[config.mk]
export PLATFORM = sky130hd
export DESIGN_NAME = tee_ctrl
export DESIGN_NICKNAME = d
export VERILOG_FILES = /design/src/rtl/core/tee_pkg.sv /design/src/rtl/core/tee_ctrl.sv
export SDC_FILE = /design/constraint.sdc
export NUM_CORES = 1
export LEC_CHECK = 0
export ABC_AREA = 1
export BUFFER_PORTS_ARGS = -buffer_cell sky130_fd_sc_hd__buf_2
export CAP_MARGIN = 20
export CELL_PAD_IN_SITES_DETAIL_PLACEMENT = 1
export CELL_PAD_IN_SITES_GLOBAL_PLACEMENT = 2
export CORE_ASPECT_RATIO = 0.5
export CORE_MARGIN = 2
export CORE_UTILIZATION = 23
export CTS_CLUSTER_SIZE = 24
export DETAILED_ROUTE_END_ITERATION = 16
export PLACE_DENSITY_LB_ADDON = 0.12
export SETUP_SLACK_MARGIN = 0.5
export SLEW_MARGIN = 20
export SYNTH_ARGS = -nofsm -noshare
export SYNTH_HDL_FRONTEND = slang
export SYNTH_SLANG_ARGS = --single-unit
[constraint.sdc]
create_clock -name clk -period 1.6 [get_ports clk]
set_clock_uncertainty 0.05 [all_clocks]
set_input_delay 0.24 -clock clk [delete_from_list [all_inputs] [get_ports clk]]
set_output_delay 0.24 -clock clk [all_outputs]
set_load 0.005 [all_outputs]
[src/rtl/core/tee_pkg.sv]
`timescale 1ns / 1ps
// ----------------------------------------------------------------------------
// tee_pkg
// Shared types and constants of the harmonic/EWMA throughput estimator.
// ----------------------------------------------------------------------------
package tee_pkg;

  localparam int HIST_DEPTH = 24;
  localparam int IDX_W      = $clog2(HIST_DEPTH);
  localparam int CNT_W      = $clog2(HIST_DEPTH + 1);

  localparam int RATE_W = 40;
  localparam int WGT_W  = 16;
  localparam int SPAN_W = 5;
  localparam int TTFB_W = 32;
  localparam int TIME_W = 48;
  localparam int BYTE_W = 32;
  localparam int BPS_W  = 36;
  localparam int DIV_W  = 64;
  localparam int US_W   = 28;
  localparam int PROD_W = BYTE_W + US_W;

  localparam int S_DATA_W = 208;
  localparam int M_DATA_W = 112;
  localparam int APB_AW   = 5;
  localparam int APB_DW   = 32;

  localparam logic [RATE_W-1:0] RATE_MAX = '1;
  localparam logic [US_W-1:0]   US_Q8    = 28'd256000000;

  // operation codes
  localparam logic [1:0] OP_DONE    = 2'd0;
  localparam logic [1:0] OP_PROG    = 2'd1;
  localparam logic [1:0] OP_CLR_EST = 2'd2;
  localparam logic [1:0] OP_CLR_ALL = 2'd3;

  // mix unit operand select
  localparam logic [1:0] MIX_FAST   = 2'd0;
  localparam logic [1:0] MIX_SLOW   = 2'd1;
  localparam logic [1:0] MIX_FLIGHT = 2'd2;
  localparam logic [1:0] MIX_BLEND  = 2'd3;

  // divider operand select
  localparam logic [1:0] DIV_RATE  = 2'd0;
  localparam logic [1:0] DIV_RECIP = 2'd1;
  localparam logic [1:0] DIV_HARM  = 2'd2;

  // register indexes
  localparam logic [2:0] REG_FAST_W  = 3'd0;
  localparam logic [2:0] REG_SLOW_W  = 3'd1;
  localparam logic [2:0] REG_PROG_W  = 3'd2;
  localparam logic [2:0] REG_SPAN    = 3'd3;
  localparam logic [2:0] REG_BLEND_W = 3'd4;

  typedef struct packed {
    logic [WGT_W-1:0]  fast_w;
    logic [WGT_W-1:0]  slow_w;
    logic [WGT_W-1:0]  prog_w;
    logic [SPAN_W-1:0] span;
    logic [WGT_W-1:0]  blend_w;
  } cfg_t;

  typedef struct packed {
    logic             load;
    logic             prog_chk;
    logic             mul;
    logic             div_start;
    logic [1:0]       div_sel;
    logic             sat;
    logic             ring_wr;
    logic             mix_a;
    logic             mix_b;
    logic             wr_mix;
    logic [1:0]       mix_sel;
    logic [IDX_W-1:0] rd_addr;
    logic             med_cap;
    logic             med_cmp;
    logic             med_eval;
    logic             med_done;
    logic             med_zero;
    logic             har_init;
    logic             har_dec;
    logic             har_acc;
    logic             har_set;
    logic             har_zero;
    logic             clr_est;
    logic             clr_all;
    logic             finish;
  } cmd_t;

  typedef struct packed {
    logic [1:0]       op;
    logic [CNT_W-1:0] fill;
    logic [CNT_W-1:0] span;
    logic             upd;
    logic             rate_nz;
    logic             cnt_nz;
    logic             m_nz;
    logic             h_nz;
    logic             div_done;
  } sts_t;

endpackage

[src/rtl/core/tee_ctrl.sv]
`timescale 1ns / 1ps
// ----------------------------------------------------------------------------
// tee_ctrl
// Sequencer that steps the datapath through one item.
// ----------------------------------------------------------------------------
module tee_ctrl import tee_pkg::*; (
  input  logic clk,
  input  logic rst,
  input  logic in_valid,
  input  logic out_busy,
  input  sts_t sts,
  output logic in_ready,
  output cmd_t cmd
);

  localparam logic [4:0] S_IDLE     = 5'd0;
  localparam logic [4:0] S_DISPATCH = 5'd1;
  localparam logic [4:0] S_PCHK     = 5'd2;
  localparam logic [4:0] S_PCHK2    = 5'd3;
  localparam logic [4:0] S_MUL      = 5'd4;
  localparam logic [4:0] S_DIVGO    = 5'd5;
  localparam logic [4:0] S_DIVW     = 5'd6;
  localparam logic [4:0] S_SAT      = 5'd7;
  localparam logic [4:0] S_RING     = 5'd8;
  localparam logic [4:0] S_MIXA     = 5'd9;
  localparam logic [4:0] S_MIXB     = 5'd10;
  localparam logic [4:0] S_MIXW     = 5'd11;
  localparam logic [4:0] S_MED_ST   = 5'd12;
  localparam logic [4:0] S_MED_RDC  = 5'd13;
  localparam logic [4:0] S_MED_CAP  = 5'd14;
  localparam logic [4:0] S_MED_RDJ  = 5'd15;
  localparam logic [4:0] S_MED_CMP  = 5'd16;
  localparam logic [4:0] S_MED_EVAL = 5'd17;
  localparam logic [4:0] S_MED_DONE = 5'd18;
  localparam logic [4:0] S_HAR_ST   = 5'd19;
  localparam logic [4:0] S_HAR_RD   = 5'd20;
  localparam logic [4:0] S_HAR_CHK  = 5'd21;
  localparam logic [4:0] S_HAR_DW   = 5'd22;
  localparam logic [4:0] S_HAR_NEXT = 5'd23;
  localparam logic [4:0] S_HAR_FIN  = 5'd24;
  localparam logic [4:0] S_HAR_FW   = 5'd25;
  localparam logic [4:0] S_BLEND    = 5'd26;
  localparam logic [4:0] S_FIN      = 5'd27;

  logic [4:0]       state;
  logic [4:0]       state_next;
  logic [1:0]       mtgt;
  logic [1:0]       mtgt_next;
  logic [CNT_W-1:0] ci;
  logic [CNT_W-1:0] ci_next;
  logic [CNT_W-1:0] cj;
  logic [CNT_W-1:0] cj_next;
  logic [CNT_W-1:0] ci_inc;
  logic [CNT_W-1:0] cj_inc;

  assign in_ready = (state == S_IDLE);
  assign ci_inc   = ci + 1'b1;
  assign cj_inc   = cj + 1'b1;

  always_ff @(posedge clk) begin
    if (rst) begin
      state <= S_IDLE;
      mtgt  <= MIX_FAST;
      ci    <= '0;
      cj    <= '0;
    end else begin
      state <= state_next;
      mtgt  <= mtgt_next;
      ci    <= ci_next;
      cj    <= cj_next;
    end
  end

  always_comb begin
    state_next = state;
    mtgt_next  = mtgt;
    ci_next    = ci;
    cj_next    = cj;
    cmd        = '0;
    cmd.mix_sel = mtgt;
    cmd.rd_addr = ci[IDX_W-1:0];
    case (state)
      S_IDLE: begin
        if (in_valid && in_ready) begin
          cmd.load   = 1'b1;
          state_next = S_DISPATCH;
        end
      end
      S_DISPATCH: begin
        case (sts.op)
          OP_DONE: state_next = S_MUL;
          OP_PROG: state_next = S_PCHK;
          OP_CLR_EST: begin
            cmd.clr_est = 1'b1;
            state_next  = S_BLEND;
          end
          default: begin
            cmd.clr_all = 1'b1;
            state_next  = S_BLEND;
          end
        endcase
      end
      S_PCHK: begin
        cmd.prog_chk = 1'b1;
        state_next   = S_PCHK2;
      end
      S_PCHK2: begin
        state_next = sts.upd ? S_MUL : S_BLEND;
      end
      S_MUL: begin
        cmd.mul    = 1'b1;
        state_next = S_DIVGO;
      end
      S_DIVGO: begin
        cmd.div_start = 1'b1;
        cmd.div_sel   = DIV_RATE;
        state_next    = S_DIVW;
      end
      S_DIVW: begin
        if (sts.div_done) begin
          state_next = S_SAT;
        end
      end
      S_SAT: begin
        cmd.sat = 1'b1;
        if (sts.op == OP_DONE) begin
          state_next = S_RING;
        end else begin
          mtgt_next  = MIX_FLIGHT;
          state_next = S_MIXA;
        end
      end
      S_RING: begin
        cmd.ring_wr = 1'b1;
        mtgt_next   = MIX_FAST;
        state_next  = S_MIXA;
      end
      S_MIXA: begin
        cmd.mix_a  = 1'b1;
        state_next = S_MIXB;
      end
      S_MIXB: begin
        cmd.mix_b  = 1'b1;
        state_next = S_MIXW;
      end
      S_MIXW: begin
        cmd.wr_mix = 1'b1;
        case (mtgt)
          MIX_FAST: begin
            mtgt_next  = MIX_SLOW;
            state_next = S_MIXA;
          end
          MIX_SLOW:   state_next = S_MED_ST;
          MIX_FLIGHT: state_next = S_BLEND;
          default:    state_next = S_FIN;
        endcase
      end
      S_MED_ST: begin
        ci_next = '0;
        if (sts.fill == '0) begin
          cmd.med_zero = 1'b1;
          state_next   = S_HAR_ST;
        end else begin
          state_next = S_MED_RDC;
        end
      end
      S_MED_RDC: begin
        state_next = S_MED_CAP;
      end
      S_MED_CAP: begin
        cmd.med_cap = 1'b1;
        cj_next     = '0;
        state_next  = S_MED_RDJ;
      end
      S_MED_RDJ: begin
        cmd.rd_addr = cj[IDX_W-1:0];
        state_next  = S_MED_CMP;
      end
      S_MED_CMP: begin
        cmd.med_cmp = 1'b1;
        cj_next     = cj_inc;
        state_next  = (cj_inc == sts.fill) ? S_MED_EVAL : S_MED_RDJ;
      end
      S_MED_EVAL: begin
        cmd.med_eval = 1'b1;
        ci_next      = ci_inc;
        state_next   = (ci_inc == sts.fill) ? S_MED_DONE : S_MED_RDC;
      end
      S_MED_DONE: begin
        cmd.med_done = 1'b1;
        state_next   = S_HAR_ST;
      end
      S_HAR_ST: begin
        cmd.har_init = 1'b1;
        ci_next      = '0;
        state_next   = (sts.span == '0) ? S_HAR_FIN : S_HAR_RD;
      end
      S_HAR_RD: begin
        state_next = S_HAR_CHK;
      end
      S_HAR_CHK: begin
        if (sts.rate_nz) begin
          cmd.div_start = 1'b1;
          cmd.div_sel   = DIV_RECIP;
          state_next    = S_HAR_DW;
        end else begin
          state_next = S_HAR_NEXT;
        end
      end
      S_HAR_DW: begin
        if (sts.div_done) begin
          cmd.har_acc = 1'b1;
          state_next  = S_HAR_NEXT;
        end
      end
      S_HAR_NEXT: begin
        cmd.har_dec = 1'b1;
        ci_next     = ci_inc;
        state_next  = (ci_inc == sts.span) ? S_HAR_FIN : S_HAR_RD;
      end
      S_HAR_FIN: begin
        if (sts.cnt_nz) begin
          cmd.div_start = 1'b1;
          cmd.div_sel   = DIV_HARM;
          state_next    = S_HAR_FW;
        end else begin
          cmd.har_zero = 1'b1;
          state_next   = S_BLEND;
        end
      end
      S_HAR_FW: begin
        if (sts.div_done) begin
          cmd.har_set = 1'b1;
          state_next  = S_BLEND;
        end
      end
      S_BLEND: begin
        if (sts.m_nz && sts.h_nz) begin
          mtgt_next  = MIX_BLEND;
          state_next = S_MIXA;
        end else begin
          state_next = S_FIN;
        end
      end
      S_FIN: begin
        // hold here while the previous result beat is still waiting
        if (!out_busy) begin
          cmd.finish = 1'b1;
          state_next = S_IDLE;
        end
      end
      default: begin
        state_next = S_IDLE;
      end
    endcase
  end

endmodule

==> results summary, run 1 <==
The fraction of the yosys area taken by sequential cells came out at between 10% and 20%. Per report_power, the clock group accounts for under 10% of the total. The power density normalized to cell area is 1350 nW/µm². The post-synthesis average cell area came out at 5.33 µm². Among all flip-flop cells after synthesis, the most frequent one is sky130_fd_sc_hd__dfxtp_1. STA classifies the critical path endpoint as a register.

The final critical path takes up 119% of the cycle. The worst reg-to-reg setup slack is -310 ps. The first global-routing pass estimated 16,100 µm of wire. The filler cell count in the final layout came out at just over 1,000. Counting both buffers and inverters, the worst setup path holds a total of 3. The synthesized flop and latch total is 17. The weighted congestion at the end of routability-driven global placement is just over 0.9. The first detailed-routing pass ran for 4 iterations. The run finished, with violations left. The area inside the core boundary is approximately 7900 µm².

The data required time of the worst path came out at approximately 1700 ps. The total number of vias is a little over 3,000. The post-route netlist has a little over three fifths of its cells at a drive strength greater than 1. Setup repair after global routing could not meet its margin everywhere. Using the TritonRoute via totals, the vias-per-cell ratio works out to about 4.7. Counting stages on the worst path, the most repeated cell is sky130_fd_sc_hd__nand2_1. The number of maximum-capacitance constraint violations is 0. The total area of multi-input combinational cells came out at just under 2000 µm².

The area share of the largest cell type after synthesis came out at between 20% and 30%. The class of the worst hold path is in -> reg. Measured against its own limit, the worst slew margin works out to between 70% and 80%. The design internal power came out at ~3100 µW.

The TritonCTS buffer count came out at 3. The fraction of registers with async set or reset after synthesis is 0%. The initial antenna violation count was 0. The floorplan has 23 rows. The footprint of the flip-flops and latches is around 370 µm². In this design, the largest share of critical-path delay is due to simple AND/OR/NAND/NOR gates. The power share of the sequential group came out at ~13%. The floorplan step defined a die boundary enclosing 8940 µm². Of all nets on the critical path, the largest fanout is 6. The pin count of the biggest net entering global routing is 16. After detailed placement, the design holds a cell count of between 500 and 600. In the post-route analysis, the smallest setup slack over all paths is -309 ps.

The cell at the root of the clock tree is sky130_fd_sc_hd__clkbuf_16. In this run the vertical extent of the chip is 67.9 µm. The number of hold violations in the final report is 0.

The area of the mapped netlist came out at about 1900 µm². The most frequent cell after synthesis is sky130_fd_sc_hd__nand2_1. The switching share of power is 47.2%. After detailed routing, the average wire length per cell comes to about 18 µm. The net count of the mapped netlist is 380.

The final core area utilization is roughly 55%. The count of unresolved DRC violations after routing is 0. In this run, the combinational gates consume about four fifths of the power. The checks that failed: setup timing. The cell at the slowest stage of the critical path is sky130_fd_sc_hd__dfxtp_4.

At the pin with the least slew margin, the transition time is between 300 and 400 ps. The count of nets left with antenna violations after detail routing is 0. The count of placed standard cells in the final layout, fillers left out is 640. The peak ir drop on the vdd network is 0.856 mV.

Once detailed placement completed, the half-perimeter wirelength came to approximately 7400 µm. At the later pin of the worst-skew pair, clock insertion delay measures 250 ps. The number of nets in the final layout is around 560. The number of antenna diodes in the final layout is 0.

Global routing used between 20 and 25% of the available tracks. The initial utilization of the core area, before any placement, comes to around a quarter. The count of input and output buffers is 53. The max-slew violation count came out at 0. The worst setup path is launched from a register. The commonest cells after synthesis are sky130_fd_sc_hd__nand2_1, sky130_fd_sc_hd__inv_1, sky130_fd_sc_hd__nor2_1. The total wirelength of the detailed-routed design is approximately 11,000 µm.

The netlist uses 31 different library cells. The leakage power figure is 0.00217 µW. The clock tree from TritonCTS is yes. The total congestion overflow is 0. The clock transition at the register clock pins on the worst setup and hold paths after CTS is roughly 60 ps.

By area the synthesized netlist is led by sky130_fd_sc_hd__nand2_1, sky130_fd_sc_hd__dfxtp_1, sky130_fd_sc_hd__inv_1, sky130_fd_sc_hd__nand3_1, sky130_fd_sc_hd__nor2_1. The cell count after synthesis came out at ~350. The worst-case clock buffer depth is 2.

The die is 132 µm wide. The number of top-level pins is 54. The largest stage delay on the critical path came out at 450 ps. The relative area change from synthesis to final layout is 133%. The arrival time of data at the critical path endpoint came out at a little under 2000 ps. Traced cell by cell, the critical path runs through buf_12 > inv_8 > nand2_8 > nor2_4 > nand2_2 > buf_4 > nand3_1 > nor2_1 > nand3_2 > a21oi_2 > nand2_1 > nand2_1 > a21oi_1. Yosys printed 0 warnings. The hold-fix buffer count after cts came out at 0. Setup violations remaining at the end of the flow were counted as 40. The clock net sink count is 17. The top achievable clock speed is roughly 520 MHz.

The critical path is of the reg -> reg type. In this run the power spent charging and discharging nets is approximately 2800 µW. The number of levels the H-tree was split into is 1.

The via count of the first global-routing pass came to approximately 3,200. The post-route minimum period is approximately 1900 ps. sky130_fd_sc_hd__nand2_1 takes more of the synthesized area than any other cell. After the first detailed-routing iteration, the DRC count stood at 140. Counting flops with a built-in enable in the synthesized netlist gives 0.
## per-stage QoR
step                      worst slack [ps]  power [µW]  cell area [µm²]  hold WS (ps)  setup TNS (ps)
after floorplan                       75.6        2230             2200           250               0
after global placement                -243        3310             3150           419           -1160
after detailed placement              -300        3380             3150           426           -1710
after CTS                             -144        5210             4060           333           -2270
after global routing                  -369        6200             4370           360           -7160
final                                 -309        5920             4370           340           -4680
## flip-flops by register name, summed over array words and instances (netlist names)
signal / flops
state: 5
mtgt: 2
ci: 5
cj: 5
## logic make-up after synthesis
| family | after synthesis | synth area share [%] |
|---|---|---|
| AOI/OAI and AO/OA | 40 | 11.6 |
| xor gates and xnor gates | 5 | 2.34 |
| buffers and inverters | 63 | 13.0 |
| adders and majority gates | 6 | 4.00 |
| DFF | 17 | 18.1 |
| and+or+nand+nor | 221 | 50.9 |
## area by class of cell
cell class	instances	share of cell area, %
Tap cell	112	3.20
Timing Repair Buffer	177	35.4
Inverter	58	6.29
Clock buffer	3	1.72
Multi-Input combinational cell	272	44.8
Sequential cell	17	8.47
Clock inverter	1	0.114
## final timing paths
check	from	end	depth (start not counted)
setup / recovery	state[0]	state[1]	13
hold / removal	rst	cj[1]	2
setup reg to reg	state[0]	state[1]	13
hold reg to reg	ci[4]	ci[4]	2
## placed cells by master (no fill, tap or decap), types with 2 or more instances in the layout
cell and instances:
sky130_fd_sc_hd__xnor2_1 2, sky130_fd_sc_hd__ha_4 2, sky130_fd_sc_hd__o21ai_2 2, sky130_fd_sc_hd__clkbuf_16 3, sky130_fd_sc_hd__buf_2 41, sky130_fd_sc_hd__dfxtp_1 5, sky130_fd_sc_hd__nand2_1 74, sky130_fd_sc_hd__nor4_4 2
sky130_fd_sc_hd__buf_8 2, sky130_fd_sc_hd__buf_6 55, sky130_fd_sc_hd__o21ai_1 5, sky130_fd_sc_hd__ha_1 3, sky130_fd_sc_hd__buf_12 8, sky130_fd_sc_hd__nor2_1 19, sky130_fd_sc_hd__a21oi_2 6, sky130_fd_sc_hd__nand2_4 9
sky130_fd_sc_hd__inv_1 29, sky130_fd_sc_hd__nor3_4 3, sky130_fd_sc_hd__inv_2 16, sky130_fd_sc_hd__inv_4 7, sky130_fd_sc_hd__nand3b_1 2, sky130_fd_sc_hd__nor2_4 17, sky130_fd_sc_hd__dfxtp_2 6, sky130_fd_sc_hd__nor2_2 13
sky130_fd_sc_hd__nand3_2 9, sky130_fd_sc_hd__xor2_1 2, sky130_fd_sc_hd__nand2_2 26, sky130_fd_sc_hd__o21ai_0 3, sky130_fd_sc_hd__nand3_4 6, sky130_fd_sc_hd__nand2_8 6, sky130_fd_sc_hd__buf_4 71, sky130_fd_sc_hd__inv_8 4
sky130_fd_sc_hd__a21oi_1 15, sky130_fd_sc_hd__nand3_1 26, sky130_fd_sc_hd__nand4_1 7, sky130_fd_sc_hd__dfxtp_4 6, sky130_fd_sc_hd__o21ai_4 4
## per-layer routing
metal	track usage, %	share of wire [%]	up-vias
li1	-	-	1473
met1	28.1	43	1450
met2	45.9	50	87
met3	2.67	4.4	27
met4	2.45	3.0	0
met5	0	0	-
## power groups by stage
| stage | combinational [µW] | sequential [µW] | clock [µW] |
|---|---|---|---|
| after floorplan | 1530 | 700 | 0 |
| after global placement | 2590 | 719 | 0 |
| after detailed placement | 2640 | 732 | 0 |
| after CTS | 3940 | 732 | 535 |
| after global routing | 4880 | 759 | 557 |
| final | 4650 | 753 | 524 |
## repair_timing
action	in CTS	in global routing
gates cloned	0	0
endpoints found under the setup margin	47	49
pin swaps	47	31
resized for setup	131	57
buffers inserted	39	10
(Power assumes the default switching activity.)
==> run 2: changes to the inputs <==
- CORE_ASPECT_RATIO: 0.5 -> not set
==> run 2 against run 1 <==
  * The flow still finishes with violations (setup timing)
  * Critical path type unchanged
  * Largest cell class unchanged
  * Final area is 2.3% higher
  * Global-route usage shrank 1.0 points
  * Critical path depth fell by 1
  * Clock power down 36%
  * Maximum frequency is 0.28% higher
  * Via count grew 1.8%
  * Highest routed layer unchanged
  * Routed wire length decreased by 3.3%
  * Sequential share of layout area is 0.22 points lower
  * First-iteration DRC count down 36%
  * Combinational power up 4.7%
==> results summary, run 2 (synthesis results as in run 1) <==
The flow ran to the end, but the final reports show violations. The final reports fail on setup timing. The startpoint identified for the worst hold timing path is rst. The number of hold violations in the final report came out at 0 (unchanged). The initial antenna violation count came out at 0 (unchanged).

The final core area utilization is 57.3% (+2.2 points). The worst reg-to-reg setup slack is -300 ps (about the same). The pin count of the biggest net entering global routing came out at 11 (-5). The aggregate negative setup slack is -6550 ps (-1870 ps). The first-pass GRT wire length was 15,100 µm (-5.9%). The cell at the root of the clock tree is sky130_fd_sc_hd__clkbuf_8.

The maximum fanout count along the critical path came out at 6 (unchanged). The peak ir drop on the vdd network came out at 0.462 mV (-46%). The count of nets left with antenna violations after detail routing is 0 (unchanged). The global routing usage on met3 was 1.61% (-1.1 points). The clock net sink count is 17 (unchanged). The area inside the core boundary is 7810 µm² (-1.7%). The worst-case clock buffer depth came to 2 (unchanged).

The leakage power figure is 0.00229 µW (+5.4%). The die height came to 94.3 µm (+39%). The total number of vias came out at 3,091 (+1.8%). The signal on the critical path passes through buf_6 > nor2_4 > buf_6 > buf_12 > nand3b_1 > nand2_1 > inv_2 > nand3_2 > nor2_2 > nand2_1 > o21ai_2 > a21oi_1. The post-route minimum period is 1900 ps (-5.41 ps). The number of nets in the final layout was 580 (+4.1%). The number of design-rule violations left by the first detailed-router iteration came out at 89 (-36%). The total power draw is 5930 µW (about the same). The hold-critical path depth is 2 (unchanged). The data required time of the worst path came to 1700 ps (+30 ps).

The starting density of the core came out at 24.0% (+0.41 points). The number of standard-cell rows in the floorplan came out at 32 (+39%). The start of the worst register-to-register path is state[4]. The diode insertion count for antenna repair is 0 (unchanged). The clock transition at the register clock pins on the worst setup and hold paths after CTS came out at 70 ps (about the same). The count of unresolved DRC violations after routing came to 0 (unchanged). The number of iterations in the first detailed-routing pass is 6 (+2). The global routing usage on met2 is 44.0% (-1.9 points).

The type of the worst setup path is reg -> reg. The largest stage delay on the critical path came out at 430 ps (-20 ps). Leaving out fill and tap cells, the most frequent cell in the layout is sky130_fd_sc_hd__buf_4. The total congestion overflow was 0 (unchanged). The total half-perimeter wirelength after legalization and detailed placement came out at 7360 µm (about the same). The max-slew violation count is 0 (unchanged).

The number of top-level pins came out at 54 (unchanged). The switching power of the nets was 2780 µW (-0.54%). The insertion delay of the later-clocked pin in the worst-skew pair came out at 260 ps (about the same). The filler cell count in the final layout came out at 978 (-3.2%). STA classifies the critical path startpoint as a register.

The clock group share of total power came out at 5.6% (-3.3 points). The fraction of final layout cells with drive strength greater than 1 was 65.0% (+1.9 points). The TritonCTS buffer count is 3 (unchanged). The design internal power came to 3140 µW (+0.64%). The die extent in x came out at 94.3 µm (-28%).

The area growth from synthesis to layout is 139%. The full die area was 8890 µm² (-0.50%). The worst hold margin is 228 ps (-113 ps). The slowest stage of the critical path is the sky130_fd_sc_hd__dfxtp_4 cell. The clock tree from TritonCTS is yes.

The aggregate global-route resource usage is 22.0% (-1.0 points). The number of levels the H-tree was split into came out at 1 (unchanged). The mean routed wirelength per cell came out at 16.9 µm (-5.2%).

The count of input and output buffers was 53 (unchanged). The worst reg2reg path endpoint is state[3]. The number of cells on the worst reg-to-reg path is 12 (-1). The worst setup path is captured at a register. The vias per cell was 4.73 (-0.25%). The switching share of power is 47.0% (-0.29 points).

The layer flagged by global routing as most heavily used is met2. For hold timing, the worst endpoint is cj[1]. Setup repair after global routing could not meet its margin everywhere. The proportion of power drawn by combinational gates is 82.1% (+3.7 points). The weighted congestion at the end of routability-driven global placement is 0.814 (-11%). The power density normalized to cell area is 1330 nW/µm² (-2.2%). The number of maximum-capacitance constraint violations came out at 0 (unchanged). The slew of the pin with the lowest slew margin came out at 370 ps (-17.2 ps). The total wirelength of the detailed-routed design is 11,000 µm (-3.3%).

The path class of the tightest hold or removal check is in -> reg. The arrival time of data at the critical path endpoint came out at 2000 ps (+20 ps). The part of the cycle the worst path needs is 119% (-0.34 points). Leaving out fill and tap cells, the most frequent cells in the layout are sky130_fd_sc_hd__buf_4, sky130_fd_sc_hd__nand2_1, sky130_fd_sc_hd__buf_6, sky130_fd_sc_hd__buf_2, sky130_fd_sc_hd__inv_1. The via count of the first global-routing pass is 3,161 (-0.60%). The power share of the sequential group came out at 12.3% (-0.4 points). The headroom to the max-slew limit came out at 75.3% (+1.3 points). The top achievable clock speed is 525 MHz (+0.28%). The final setup violation count is 44 (+10%).

The fraction of met1 tracks used by global routing came out at 24.6% (-3.5 points). The largest registers in the layout are ci: 5 flops, cj: 5 flops, state: 5 flops. The post-layout worst setup margin is -303 ps (+5.41 ps).
run 2: changes by cell type in the layout (fill, tap and decap cells not counted), sizes merged:
cell    delta
clkinv     +1
buf       +23
inv        -1
run 2: power groups by stage:
| stage | clock (µW) | combinational, µW | sequential, µW |
|---|---|---|---|
| 2_1_floorplan | 0 | 1530 | 700 |
| 6_report | 334 | 4870 | 726 |
| 3_3_place_gp | 0 | 2680 | 756 |
| 5_1_grt | 369 | 5160 | 740 |
| 3_5_place_dp | 0 | 2720 | 763 |
| 4_1_cts | 349 | 3660 | 707 |
run 2: worst max path at each step:
stage                        start       end  slack, ps  cells after the start
after global routing      state[0]  state[3]       -390                     12
final                     state[4]  state[3]       -300                     12
after detailed placement    sts[6]  state[2]       -330                      8
after global placement      sts[6]  state[2]       -370                      8
after CTS                 state[0]   cmd[13]       -200                      9
after floorplan              cj[0]  state[3]         80                     12
run 2: per-stage QoR:
step / instance area [µm²] / std cells / worst slack (ps)
6_report: 4470 / 653 / -303
5_1_grt: 4470 / 653 / -387
4_1_cts: 3800 / 626 / -204
3_5_place_dp: 3250 / 593 / -331
3_3_place_gp: 3250 / 593 / -368
2_1_floorplan: 2200 / 352 / 75.6
run 2: critical path: cells and delay by family (launching register included):
kind / cells / cell delay [ps]
and+or+nand+nor: 6 / 600
buffers and inverters: 4 / 450
DFF: 1 / 430
AOI/OAI and AO/OA: 2 / 230
run 2: layout make-up:
class / instances / area (µm²) / area share (%)
Multi-Input combinational cell: 272 / 1980 / 44.2
Timing Repair Buffer: 200 / 1680 / 37.4
Sequential cell: 17 / 369 / 8.25
Inverter: 58 / 280 / 6.26
Tap cell: 102 / 128 / 2.85
Clock buffer: 3 / 41.3 / 0.923
Clock inverter: 1 / 5.00 / 0.112
run 2: timing repair:
item	4_1_cts	5_1_grt
gates resized for setup	76	118
buffers inserted	29	27
gates cloned	0	0
hold buffers	0	0
pin swaps	34	46
endpoints found under the setup margin	49	49
run 2: layer usage:
layer	wire [µm]	vias to the layer above
li1	-	1523
met1	4330	1468
met2	5900	69
met3	325	31
met4	473	0
met5	0	-
==> run 3: changes to the inputs <==
- PLACE_DENSITY: not set -> 0.85
- PLACE_DENSITY_LB_ADDON: 0.12 -> not set
==> run 3 against run 2 <==
  * The flow still finishes with violations (setup timing)
  * Global-route usage is 1.5 points higher
  * Via count is 1.7% lower
  * Sequential share of layout area is 0.36 points higher
  * Register-to-register slack better by 40 ps
  * Setup slack better by 37 ps
  * Worst hold slack better by 83 ps
  * Critical path depth is 1 higher
  * Routed wire length is 1.7% lower
  * Maximum frequency is 2.0% higher
  * Critical endpoint unchanged
  * Largest cell class unchanged
==> results summary, run 3 (synthesis results as in run 1) <==
The run finished, with violations left. The final reports fail on setup timing. The clock transition at the register clock pins on the worst setup and hold paths after CTS came out at 70 ps (about the same). The worst-case clock buffer depth came to 2 (unchanged). The vias per cell is 4.77 (+0.72%).

The count of input and output buffers came out at 53 (unchanged). The number of top-level pins came out at 54 (unchanged). The aggregate global-route resource usage came out at 23.5% (+1.5 points). The peak ir drop on the vdd network is 0.477 mV (+3.3%).

The min-delay analysis places its worst path in the category in -> reg. The final setup violation count is 44 (unchanged). The total wirelength of the detailed-routed design is 10,800 µm (-1.7%). The number of nets in the final layout is 564 (-2.8%). The kind of start point of the critical path is a register.

The total congestion overflow came out at 0 (unchanged). The post-layout worst setup margin is -266 ps (+37.3 ps). The part of the cycle the worst path needs is 117% (-2.3 points). The diode insertion count for antenna repair came out at 0 (unchanged). The worst slack at placement was -216 ps (+115 ps). STA classifies the critical path endpoint as a register. The total power draw is 5810 µW (-2.0%). The leakage power figure is 0.00223 µW (-2.4%). The power density normalized to cell area came out at 1360 nW/µm² (+3.0%). The maximum fanout count along the critical path was 6 (unchanged). The slew of the pin with the lowest slew margin is 404 ps (+34.3 ps). Relative to the synthesized area, the layout overhead comes to 127%. The count of placed standard cells in the final layout, fillers left out came to 637 (-2.5%).

The count of nets left with antenna violations after detail routing came to 0 (unchanged). The max-slew violation count was 0 (unchanged). The cell at the root of the clock tree is sky130_fd_sc_hd__clkbuf_8. The area inside the core boundary came out at 7810 µm² (unchanged). The library cell used most frequently in the layout, excluding fill and tap cells, is sky130_fd_sc_hd__buf_4.

The placed standard-cell area is 3170 µm² (-2.5%). The worst hold path begins at rst. Setup repair after global routing could not meet its margin everywhere. The hold-critical path depth came out at 2 (unchanged). The arrival time of data at the critical path endpoint was 1960 ps (-40 ps). The worst register-to-register path begins at state[0].

The post-route minimum period is 1870 ps (-37.3 ps). The fraction of final layout cells with drive strength greater than 1 was 61.7% (-3.3 points). The first-pass GRT wire length came out at 16,100 µm (+6.6%). The post-route cell area came out at 4260 µm² (-4.9%). The die extent in x came to 94.3 µm (unchanged). The full die area came to 8890 µm² (unchanged). The starting density of the core was 24.0% (unchanged). TritonCTS built the clock tree.

By startpoint and endpoint, the worst setup path is classified as reg -> reg. The insertion delay of the later-clocked pin in the worst-skew pair is 260 ps (about the same). The weighted congestion at the end of routability-driven global placement was 0.875 (+7.4%). The hold-fix buffer count after cts came out at 0 (unchanged).

The data required time of the worst path came to 1690 ps (about the same). The headroom to the max-slew limit is 72.9% (-2.4 points). The count of unresolved DRC violations after routing was 0 (unchanged). The initial antenna violation count came out at 0 (unchanged). The die height is 94.3 µm (unchanged). In the final layout, the registers with the most flip-flops are ci: 5 flops, cj: 5 flops, state: 5 flops. The number of iterations in the first detailed-routing pass came to 4 (-2). The total half-perimeter wirelength after legalization and detailed placement came to 7180 µm (-2.4%). The worst hold endpoint is cj[1].

The total number of vias came to 3,037 (-1.7%). The number of cells on the worst reg-to-reg path came out at 13 (+1). The worst register-to-register path ends at state[3]. The pin count of the biggest net entering global routing is 16 (+5).

The top achievable clock speed was 536 MHz (+2.0%). The number of levels the H-tree was split into came out at 1 (unchanged). The number of design-rule violations left by the first detailed-router iteration is 53 (-40%). The worst reg-to-reg setup slack is -270 ps (+40 ps).

The mean routed wirelength per cell came to 17.0 µm (+0.75%). The TritonCTS buffer count came out at 3 (unchanged). The number of hold violations in the final report was 0 (unchanged). The placed cell count was 582 (-1.9%). The number of maximum-capacitance constraint violations is 0 (unchanged). Leaving out fill and tap cells, the most frequent cells in the layout are sky130_fd_sc_hd__buf_4, sky130_fd_sc_hd__nand2_1, sky130_fd_sc_hd__buf_2, sky130_fd_sc_hd__buf_6, sky130_fd_sc_hd__inv_1.

The clock net sink count came out at 17 (unchanged). The via count of the first global-routing pass is 3,256 (+3.0%). The number of standard-cell rows in the floorplan came out at 32 (unchanged).
==> run 3: cell types whose count changed in the layout (fill, tap and decap cells not counted), moves of 4 or more <==
| cell | previous run | this run |
|---|---|---|
| sky130_fd_sc_hd__buf_6 | 57 | 44 |
| sky130_fd_sc_hd__a21oi_1 | 10 | 16 |
| sky130_fd_sc_hd__buf_4 | 97 | 88 |
| sky130_fd_sc_hd__a21oi_2 | 11 | 5 |
| sky130_fd_sc_hd__buf_2 | 41 | 45 |
==> run 3: how the worst max path moves through the flow <==
stage | from | endpoint | cells past startpoint
after global routing | state[2] | state[4] | 13
after detailed placement | state[0] | cmd[15] | 9
final | state[0] | state[3] | 13
after CTS | state[2] | cmd[23] | 7
after floorplan | cj[0] | state[3] | 12
after global placement | state[4] | state[2] | 9
==> run 3: metrics by stage <==
step	TNS (ps)	hold WS, ps	utilization, %
after global routing	-9650	326	54.5
after floorplan	0	250	-
after global placement	-1370	418	40.5
after detailed placement	-2200	429	40.5
final	-6570	311	54.5
after CTS	-4740	321	48.7
==> run 3: metal layers <==
layer / wire length, µm / GRT usage, % / vias to the layer above
li1: - / - / 1486
met1: 3920 / 24.8 / 1440
met2: 6200 / 47.2 / 82
met3: 332 / 2.33 / 29
met4: 387 / 8.70 / 0
met5: 0 / 0 / -
==> run 3: what timing repair did <==
item                       in CTS  in global routing
resized for setup              95                 73
setup endpoints to repair      47                 48
pin swaps                      35                 35
buffers inserted               31                 20
==> run 3: cell type report <==
type                    instances  area [µm²]
clock buffers                   3        41.3
inverters                      58         273
fillers                      1024        3550
repair buffers                184        1510
clock inverters                 1        5.00
flip-flops and latches         17         367
multi-input cells             272        1930
well taps                     102         128
==> run 3: critical path, stage by stage, from the launching register on <==
cell	delay [ps]
sky130_fd_sc_hd__dfxtp_4	420
sky130_fd_sc_hd__buf_12	130
sky130_fd_sc_hd__clkinv_8	40
sky130_fd_sc_hd__buf_12	120
sky130_fd_sc_hd__nand2_8	70
sky130_fd_sc_hd__nor2_4	60
sky130_fd_sc_hd__nand2_2	110
sky130_fd_sc_hd__nand2_1	80
sky130_fd_sc_hd__nor2_2	130
sky130_fd_sc_hd__nand3_2	120
sky130_fd_sc_hd__nor2_2	140
sky130_fd_sc_hd__nand2_1	70
sky130_fd_sc_hd__o21ai_1	120
sky130_fd_sc_hd__a21oi_1	70
==> run 3: report_power, final <==
part,switching [µW],internal [µW],leakage [µW]
Clock,168,173,0.0000255
Combinational,2390,2360,0.00206
Sequential,177,539,0.000144
Total,2730,3080,0.00223
